--- src/rtl/b64lw_pkg.sv ---
// ----------------------------------------------------------------------------
// b64lw_pkg
// Shared constants and the base64 symbol lookup for the line-wrapped encoder.
// ----------------------------------------------------------------------------
package b64lw_pkg;

	localparam int LINE_CHARS      = 64;
	localparam int GROUPS_PER_LINE = LINE_CHARS / 4;
	localparam int GRP_W           = $clog2(GROUPS_PER_LINE + 1);

	localparam int BATCH_LEN = 5;          // most characters one item can cause
	localparam int CNT_W     = 3;

	localparam logic [7:0] CH_PAD = 8'd61; // '='
	localparam logic [7:0] CH_LF  = 8'd10; // line feed

	// Standard alphabet: A-Z, a-z, 0-9, '+', '/'.
	function automatic logic [7:0] b64_sym(input logic [5:0] idx);
		logic [7:0] wide;
		wide = {2'b00, idx};
		if (idx < 6'd26)
			return 8'd65 + wide;
		else if (idx < 6'd52)
			return 8'd71 + wide;            // 'a' - 26
		else if (idx < 6'd62)
			return wide - 8'd4;             // '0' - 52
		else if (idx == 6'd62)
			return 8'd43;                   // '+'
		else
			return 8'd47;                   // '/'
	endfunction

endpackage

--- src/rtl/base64_line_wrapped_encoder.sv ---
// ----------------------------------------------------------------------------
// base64_line_wrapped_encoder
// The characters of an accepted item pass through the batch register, then
// the output register, before they reach m_tdata.
// Throughput: one character per cycle while m_tready is high; an item
// causes 0, 4 or 5 characters; the single output register drains the batch.
// Reset (arst_n low): no bytes held, line count zero, both stages empty.
// ----------------------------------------------------------------------------
module base64_line_wrapped_encoder (
	input  logic       clk,
	input  logic       arst_n,

	// input items
	input  logic       s_tvalid,
	output logic       s_tready,
	input  logic [7:0] s_tdata,   // [7:0] data_byte
	input  logic       s_tlast,   // final_byte

	// result items
	output logic       m_tvalid,
	input  logic       m_tready,
	output logic [7:0] m_tdata,   // [7:0] out_char
	output logic       m_tlast,   // run_last
	output logic       m_tuser    // [0] message_end
);
	import b64lw_pkg::*;

	// encoder state
	logic [15:0]      pend_q;     // held bytes, newest in the low byte
	logic [1:0]       phase_q;    // number of held bytes
	logic [GRP_W-1:0] groups_q;   // full groups on the current line

	// batch register: characters still to be sent for the last item
	logic [7:0]       chars_q [BATCH_LEN];
	logic [CNT_W-1:0] cnt_q;
	logic             mend_q;     // batch closes the message

	// output register
	logic             o_valid_q;
	logic [7:0]       o_char_q;
	logic             o_last_q;
	logic             o_end_q;

	logic             out_load;   // output register can take a character
	logic             pop;        // a character moves batch -> output
	logic             accept;

	// next batch and next state, computed from the incoming item
	logic [7:0]       nb_chars [BATCH_LEN];
	logic [CNT_W-1:0] nb_cnt;
	logic             nb_mend;
	logic [15:0]      n_pend;
	logic [1:0]       n_phase;
	logic [GRP_W-1:0] n_groups;
	logic [23:0]      grp3;
	logic [17:0]      grp2;
	logic [11:0]      grp1;
	logic             line_full;

	assign out_load = !o_valid_q || m_tready;
	assign pop      = (cnt_q != '0) && out_load;
	// take a new item once the batch is empty or its last character leaves now
	assign s_tready = (cnt_q == '0) || ((cnt_q == CNT_W'(1)) && out_load);
	assign accept   = s_tvalid && s_tready;

	assign grp3      = {pend_q, s_tdata};
	assign grp2      = {pend_q[7:0], s_tdata, 2'b00};
	assign grp1      = {s_tdata, 4'b0000};
	assign line_full = (groups_q == GRP_W'(GROUPS_PER_LINE - 1));

	always_comb begin
		for (int i = 0; i < BATCH_LEN; i++)
			nb_chars[i] = CH_LF;
		nb_cnt   = '0;
		nb_mend  = 1'b0;
		n_pend   = pend_q;
		n_phase  = phase_q;
		n_groups = groups_q;

		if (phase_q == 2'd2) begin
			// third byte of a group: four symbols, maybe a wrap
			nb_chars[0] = b64_sym(grp3[23:18]);
			nb_chars[1] = b64_sym(grp3[17:12]);
			nb_chars[2] = b64_sym(grp3[11:6]);
			nb_chars[3] = b64_sym(grp3[5:0]);
			n_pend      = '0;
			n_phase     = 2'd0;
			if (s_tlast) begin
				nb_cnt  = CNT_W'(5);
				nb_mend = 1'b1;
			end else if (line_full) begin
				nb_cnt   = CNT_W'(5);
				n_groups = '0;
			end else begin
				nb_cnt   = CNT_W'(4);
				n_groups = groups_q + GRP_W'(1);
			end
		end else if (!s_tlast) begin
			// hold the byte, nothing to send yet
			n_pend  = {pend_q[7:0], s_tdata};
			n_phase = (phase_q == 2'd1) ? 2'd2 : 2'd1;
		end else if (phase_q == 2'd1) begin
			// two bytes at message end: three symbols and one pad
			nb_chars[0] = b64_sym(grp2[17:12]);
			nb_chars[1] = b64_sym(grp2[11:6]);
			nb_chars[2] = b64_sym(grp2[5:0]);
			nb_chars[3] = CH_PAD;
			nb_cnt      = CNT_W'(5);
			nb_mend     = 1'b1;
		end else begin
			// one byte at message end: two symbols and two pads
			nb_chars[0] = b64_sym(grp1[11:6]);
			nb_chars[1] = b64_sym(grp1[5:0]);
			nb_chars[2] = CH_PAD;
			nb_chars[3] = CH_PAD;
			nb_cnt      = CNT_W'(5);
			nb_mend     = 1'b1;
		end

		if (s_tlast) begin
			n_pend   = '0;
			n_phase  = 2'd0;
			n_groups = '0;
		end
	end

	// encoder state and batch control
	always_ff @(posedge clk or negedge arst_n) begin
		if (!arst_n) begin
			pend_q   <= '0;
			phase_q  <= 2'd0;
			groups_q <= '0;
			cnt_q    <= '0;
			mend_q   <= 1'b0;
		end else begin
			if (accept) begin
				pend_q   <= n_pend;
				phase_q  <= n_phase;
				groups_q <= n_groups;
				cnt_q    <= nb_cnt;
				mend_q   <= nb_mend;
			end else if (pop) begin
				cnt_q    <= cnt_q - CNT_W'(1);
			end
		end
	end

	// batch characters: load on accept, shift down on each pop
	always_ff @(posedge clk) begin
		if (accept) begin
			for (int i = 0; i < BATCH_LEN; i++)
				chars_q[i] <= nb_chars[i];
		end else if (pop) begin
			for (int i = 0; i < BATCH_LEN - 1; i++)
				chars_q[i] <= chars_q[i+1];
		end
	end

	// output register
	always_ff @(posedge clk or negedge arst_n) begin
		if (!arst_n) begin
			o_valid_q <= 1'b0;
		end else if (out_load) begin
			o_valid_q <= pop;
		end
	end

	always_ff @(posedge clk) begin
		if (pop) begin
			o_char_q <= chars_q[0];
			o_last_q <= (cnt_q == CNT_W'(1));
			o_end_q  <= (cnt_q == CNT_W'(1)) && mend_q;
		end
	end

	assign m_tvalid = o_valid_q;
	assign m_tdata  = o_char_q;
	assign m_tlast  = o_last_q;
	assign m_tuser  = o_end_q;

endmodule

--- config.mk ---
export PLATFORM = sky130hd
export DESIGN_NAME = base64_line_wrapped_encoder
export DESIGN_NICKNAME = d
export VERILOG_FILES = /design/src/rtl/b64lw_pkg.sv /design/src/rtl/base64_line_wrapped_encoder.sv
export SDC_FILE = /design/constraint.sdc
export NUM_CORES = 1
export LEC_CHECK = 0
export BUFFER_PORTS_ARGS = -buffer_cell sky130_fd_sc_hd__buf_2
export CAP_MARGIN = 15
export CORE_ASPECT_RATIO = 0.75
export CORE_MARGIN = 5
export CORE_UTILIZATION = 60
export CTS_CLUSTER_DIAMETER = 100
export DETAILED_ROUTE_END_ITERATION = 7
export PLACE_DENSITY = 0.84
export REMOVE_ABC_BUFFERS = 1
export SLEW_MARGIN = 20
export SYNTH_ARGS = -nofsm -noshare
export SYNTH_HDL_FRONTEND = slang
export SYNTH_SLANG_ARGS = --single-unit
--- constraint.sdc ---
create_clock -name clk -period 4.99 [get_ports clk]
set_clock_uncertainty 0.05 [all_clocks]
set_input_delay 0 -clock clk [delete_from_list [all_inputs] [get_ports clk]]
set_output_delay 0 -clock clk [all_outputs]
set_load 0.01 [all_outputs]
# Yosys cells after proc, flatten, opt, wreduce, memory -nomap -nowiden
# Memories as Yosys holds them, arrays and structs flattened. A register that Yosys moved wholly into a read port is not among the register bits.
# Index checks and enable logic that the tools add are counted.
# op_classes
magnitude_cmp	27
n_addsub	29
n_mux	61
bitwise_logic	4
n_reduce_logical	12
n_eq_ne	11
# op_table
op	count
8-bit 2-to-1 mux	31
7-bit by 6-bit adder with 8-bit output (first input constant)	18
6-bit less-than comparator (second input constant)	18
32-bit 2-to-1 mux	3
6-bit by 3-bit subtractor with 7-bit output (second input constant)	9
6-bit by 5-bit less-than comparator with 1-bit output (second input constant)	9
6-bit equality test (second input constant)	7
3-bit 2-to-1 mux	11
16-bit 2-to-1 mux	2
5-bit 2-to-1 mux	3
1-bit 2-to-1 mux	8
2-bit 2-to-1 mux	3
5-bit by 1-bit adder with 5-bit output (second input constant)	1
5-bit by 4-bit equality test with 1-bit output (second input constant)	1
1-bit logical AND	4
1-bit OR	4
2-bit nonzero test	2
3-bit by 1-bit equality test with 1-bit output (second input constant)	1
3-bit zero test	1
3-bit nonzero test	1
3-bit by 1-bit subtractor with 3-bit output (second input constant)	1
2-bit by 1-bit equality test with 1-bit output (second input constant)	1
2-bit equality test (second input constant)	1
1-bit logical OR	2
other kinds (2)	2
# totals
mem_bits_rw	40
ff_bits	30
inputBits	13
output_inout_bits	12
memories	1
# mem_list
name	words	word_bits	read_ports	rd_ports_with_merged_regs	write_ports	line_no	source
chars_q	5	8	5	1	5	base64_line_wrapped_encoder.sv:34	logic [7:0] chars_q [BATCH_LEN];

# Logic depth before layout (Yosys ltp)
# depth
ltp_word	9
ltp_mapped	11
ltp_nobuf	8

# Least setup slack after synthesis
# Ideal clock, no wire load.
# synth_timing
kind	flip-flop to flip-flop
from	reg pend_q[0]
to	mem chars_q[2][5] (data pin)
n_path_buf	2
setup_ns	0.259
arrival_ns	2.097
path_stages_with_launch	11
synth_period_minus_slack_ns	2.406
t_required_ns	4.681
slack_ns	2.584
cell_sequence	dfrtp_1 -> buf_6 -> clkinv_1 -> ha_1 -> nand2b_1 -> buf_4 -> and3_4 -> a21oi_2 -> mux2i_1 -> a221oi_2 -> a211o_1
# synth_rtl
element	line_no	source
start: declaration	base64_line_wrapped_encoder.sv:29	logic [15:0] pend_q;
start signal: assignment	base64_line_wrapped_encoder.sv:137	pend_q <= n_pend;
end: declaration	base64_line_wrapped_encoder.sv:34	

==> metrics.txt <==
status completed; CTS tree built; synth warn 0; max_cap viols 0; drt pass-1 iters 8; CTS Buf Count 9; starting density of the core 61.7%; post-DP HPWL 13600 um; post-route minimum period roughly 3.0 ns; leakage between 2 and 3 nW; WP data arrival 2.98 ns; worst hold path class in -> reg; hold path startpoint m_tready; clk slew on worst S/H paths 0.06 ns; largest net degree at the start of global routing 36; post-synth top area share 21.2%; first-pass GRT wire length roughly 29000 um; final hold slack 0.0249 ns; Worst Setup EP chars_q[2][4]$_DFFE_PP_; DRC 0; WS Path Type reg -> reg; synth top area cells edfxtp_1, dfrtp_1, ha_1, nand2_1, a21oi_1; Clk network pwr share ~18%; total power about 3.5 mW; placed instance count 844; Final period util around three fifths; total negative slack 0 ns; PnR worst setup slack 2.02 ns; total track usage between 30% and 40%; largest area contributor in the netlist edfxtp_1; area grow syn2layout 6.51%; Int Pwr 1.90 mW; Least-Margin Pin Slew 0.801 ns; Layout Nets 780; vias in the first global route about 5300; Worst-Skew Late Latency between 0.3 and 0.4 ns; Setup Buffers After CTS 0; fraction of registers with async set/reset 40.0%; Clock Sinks 70; Slew Viols, Final 0; antenna violations before repair 0; gr ovfl total 0; via count around 5900; ys flop type edfxtp_1; Netlist cell types 70; drt wl/cell 21.4 um; most common cell after layout, fill and taps aside nand2_1; Cell Area, Synth between 5000 and 6000 um^2; R2R cell count 8; commonest non-fill, non-tap cells in the layout nand2_1, nor2_1, a21oi_1, o21ai_0, nand3_1; RSZ-0062 raised after global routing no; # IOs 25; final instance area roughly 6300 um^2; # setup viols final 0; die width 125 um; Power Density 552 nW/um^2; RR Endpoint chars_q[2][4]$_DFFE_PP_; Max clock buf depth 2; row cnt 31; FF+latch count, synth 70; n_diodes 0; switch share 45.9%; Final Hold Viols 0; Post-synth EDFFs 42; antenna violation net count after detailed routing 0; CP required about 5 ns; R2R setup slack 2.02 ns; dpl cell area 6030 um^2; switching power total 1.61 mW; Finished Layout Cells about 860; Crit Path Max Fanout 16; fraction of layout cells with a size suffix above 1 under 10%; final core utilization 65.7%; die footprint 12000 um^2; DRT Wirelength about 18000 um; worst r2r src pend_q[0]$_DFFE_PN0N_; Die Y-Extent 96.3 um; H-tree depth 3; Port Buffers 24; f_max 337 MHz; Setup WS pre-CTS 2.08 ns; Comb power frac 47.1%; sequential share of the synthesized area around a third; Syn Inst Count between 700 and 800; Synth Area per Inst 8.06 um^2; CP endpoint kind flop; vias per cell 6.90; Starting DRT DRC Count 1029; Reg power frac between 30% and 40%; relative slew slack 46.4%; root buffer cell clkbuf_16; CP Launch Type flop; GP Congestion approximately 1; Critical path origin pend_q[0]$_DFFE_PN0N_; VDD IR-drop max 0.000372 V; core area just under 10000 um^2
-- worst min-delay path by stage --
stage / slack [ns] / end / cells past startpoint
finish: 0.02 / m_tvalid$_DFFE_PN0N_ / 3
global route: 0.06 / m_tvalid$_DFFE_PN0N_ / 3
CTS: 0.01 / m_tvalid$_DFFE_PN0N_ / 3
detailed placement: 0.01 / phase_q[0]$_DFFE_PN0N_ / 1
global placement: -0.01 / phase_q[1]$_DFFE_PN0N_ / 1
floorplan: -0.35 / cnt_q[0]$_DFFE_PN0P_ / 0
-- final cells by class --
class	instances	area [um^2]
fillers	810	3310
multi-input cells	580	3620
well taps	132	165
inverters	32	120
repair buffers	32	185
flip-flops and latches	70	1960
clock buffers	9	225
clock inverters	7	63.8
-- registers in the layout, indices dropped and copies added, names as in the netlist --
| name | cells |
|---|---|
| pend_q | 16 |
| mend_q | 1 |
| cnt_q | 3 |
| m_tvalid | 1 |
| chars_q | 32 |
| m_tdata | 8 |
| m_tlast | 1 |
| phase_q | 2 |
| groups_q | 5 |
| m_tuser | 1 |
-- critical path, cell delays in order, from the launching register on --
cell	delay, ns
dfrtp_1	0.56
clkinv_1	0.35
ha_1	0.32
a21o_1	0.18
a21oi_2	0.53
nor3_1	0.14
a311o_1	0.34
a31oi_1	0.17
o21ai_1	0.07
-- power groups by stage --
| stage | registers (mW) | logic, mW | clock network [mW] |
|---|---|---|---|
| floorplan | 1.17 | 1.10 | 0 |
| global placement | 1.22 | 1.55 | 0 |
| detailed placement | 1.23 | 1.60 | 0 |
| CTS | 1.22 | 1.60 | 0.622 |
| global route | 1.26 | 1.80 | 0.652 |
| finish | 1.23 | 1.65 | 0.623 |
-- timing repair --
item	4_1_cts	5_1_grt
hold endpoints to repair	30	0
resized for setup	0	0
hold buffers	2	0
-- cells in the mapped netlist (8+ instances only) --
library cell   n
nand3_1       53
nand2b_1       9
xnor2_1       20
nor2_1        59
inv_1         30
dfrtp_1       28
buf_2         14
a311oi_1       8
nor3_1        24
ha_1          42
o211ai_1       8
nor2b_1       10
o21ai_0       57
edfxtp_1      42
a21oi_1       57
nand2_1       79
clkbuf_1      36
a21o_1        11
a31oi_1       22
-- routing by layer --
layer / vias up / global-route usage, % / part of all wire [%]
met2: 455 / 46.4 / 43
met4: 0 / 7.67 / 2.0
met3: 46 / 6.32 / 13
met5: - / 0 / 0
li1: 2687 / - / -
met1: 2758 / 45.5 / 42
-- logic make-up after synthesis --
kind of cell,after synthesis,share of synthesized area [%]
compound gates,229,25.0
xor+xnor,21,3.09
fa+ha+maj,42,8.82
buf+inv,89,6.30
flops,70,32.9
mux,6,1.05
simple gates,282,22.8
Note: power is estimated with default switching activity, not from simulation.
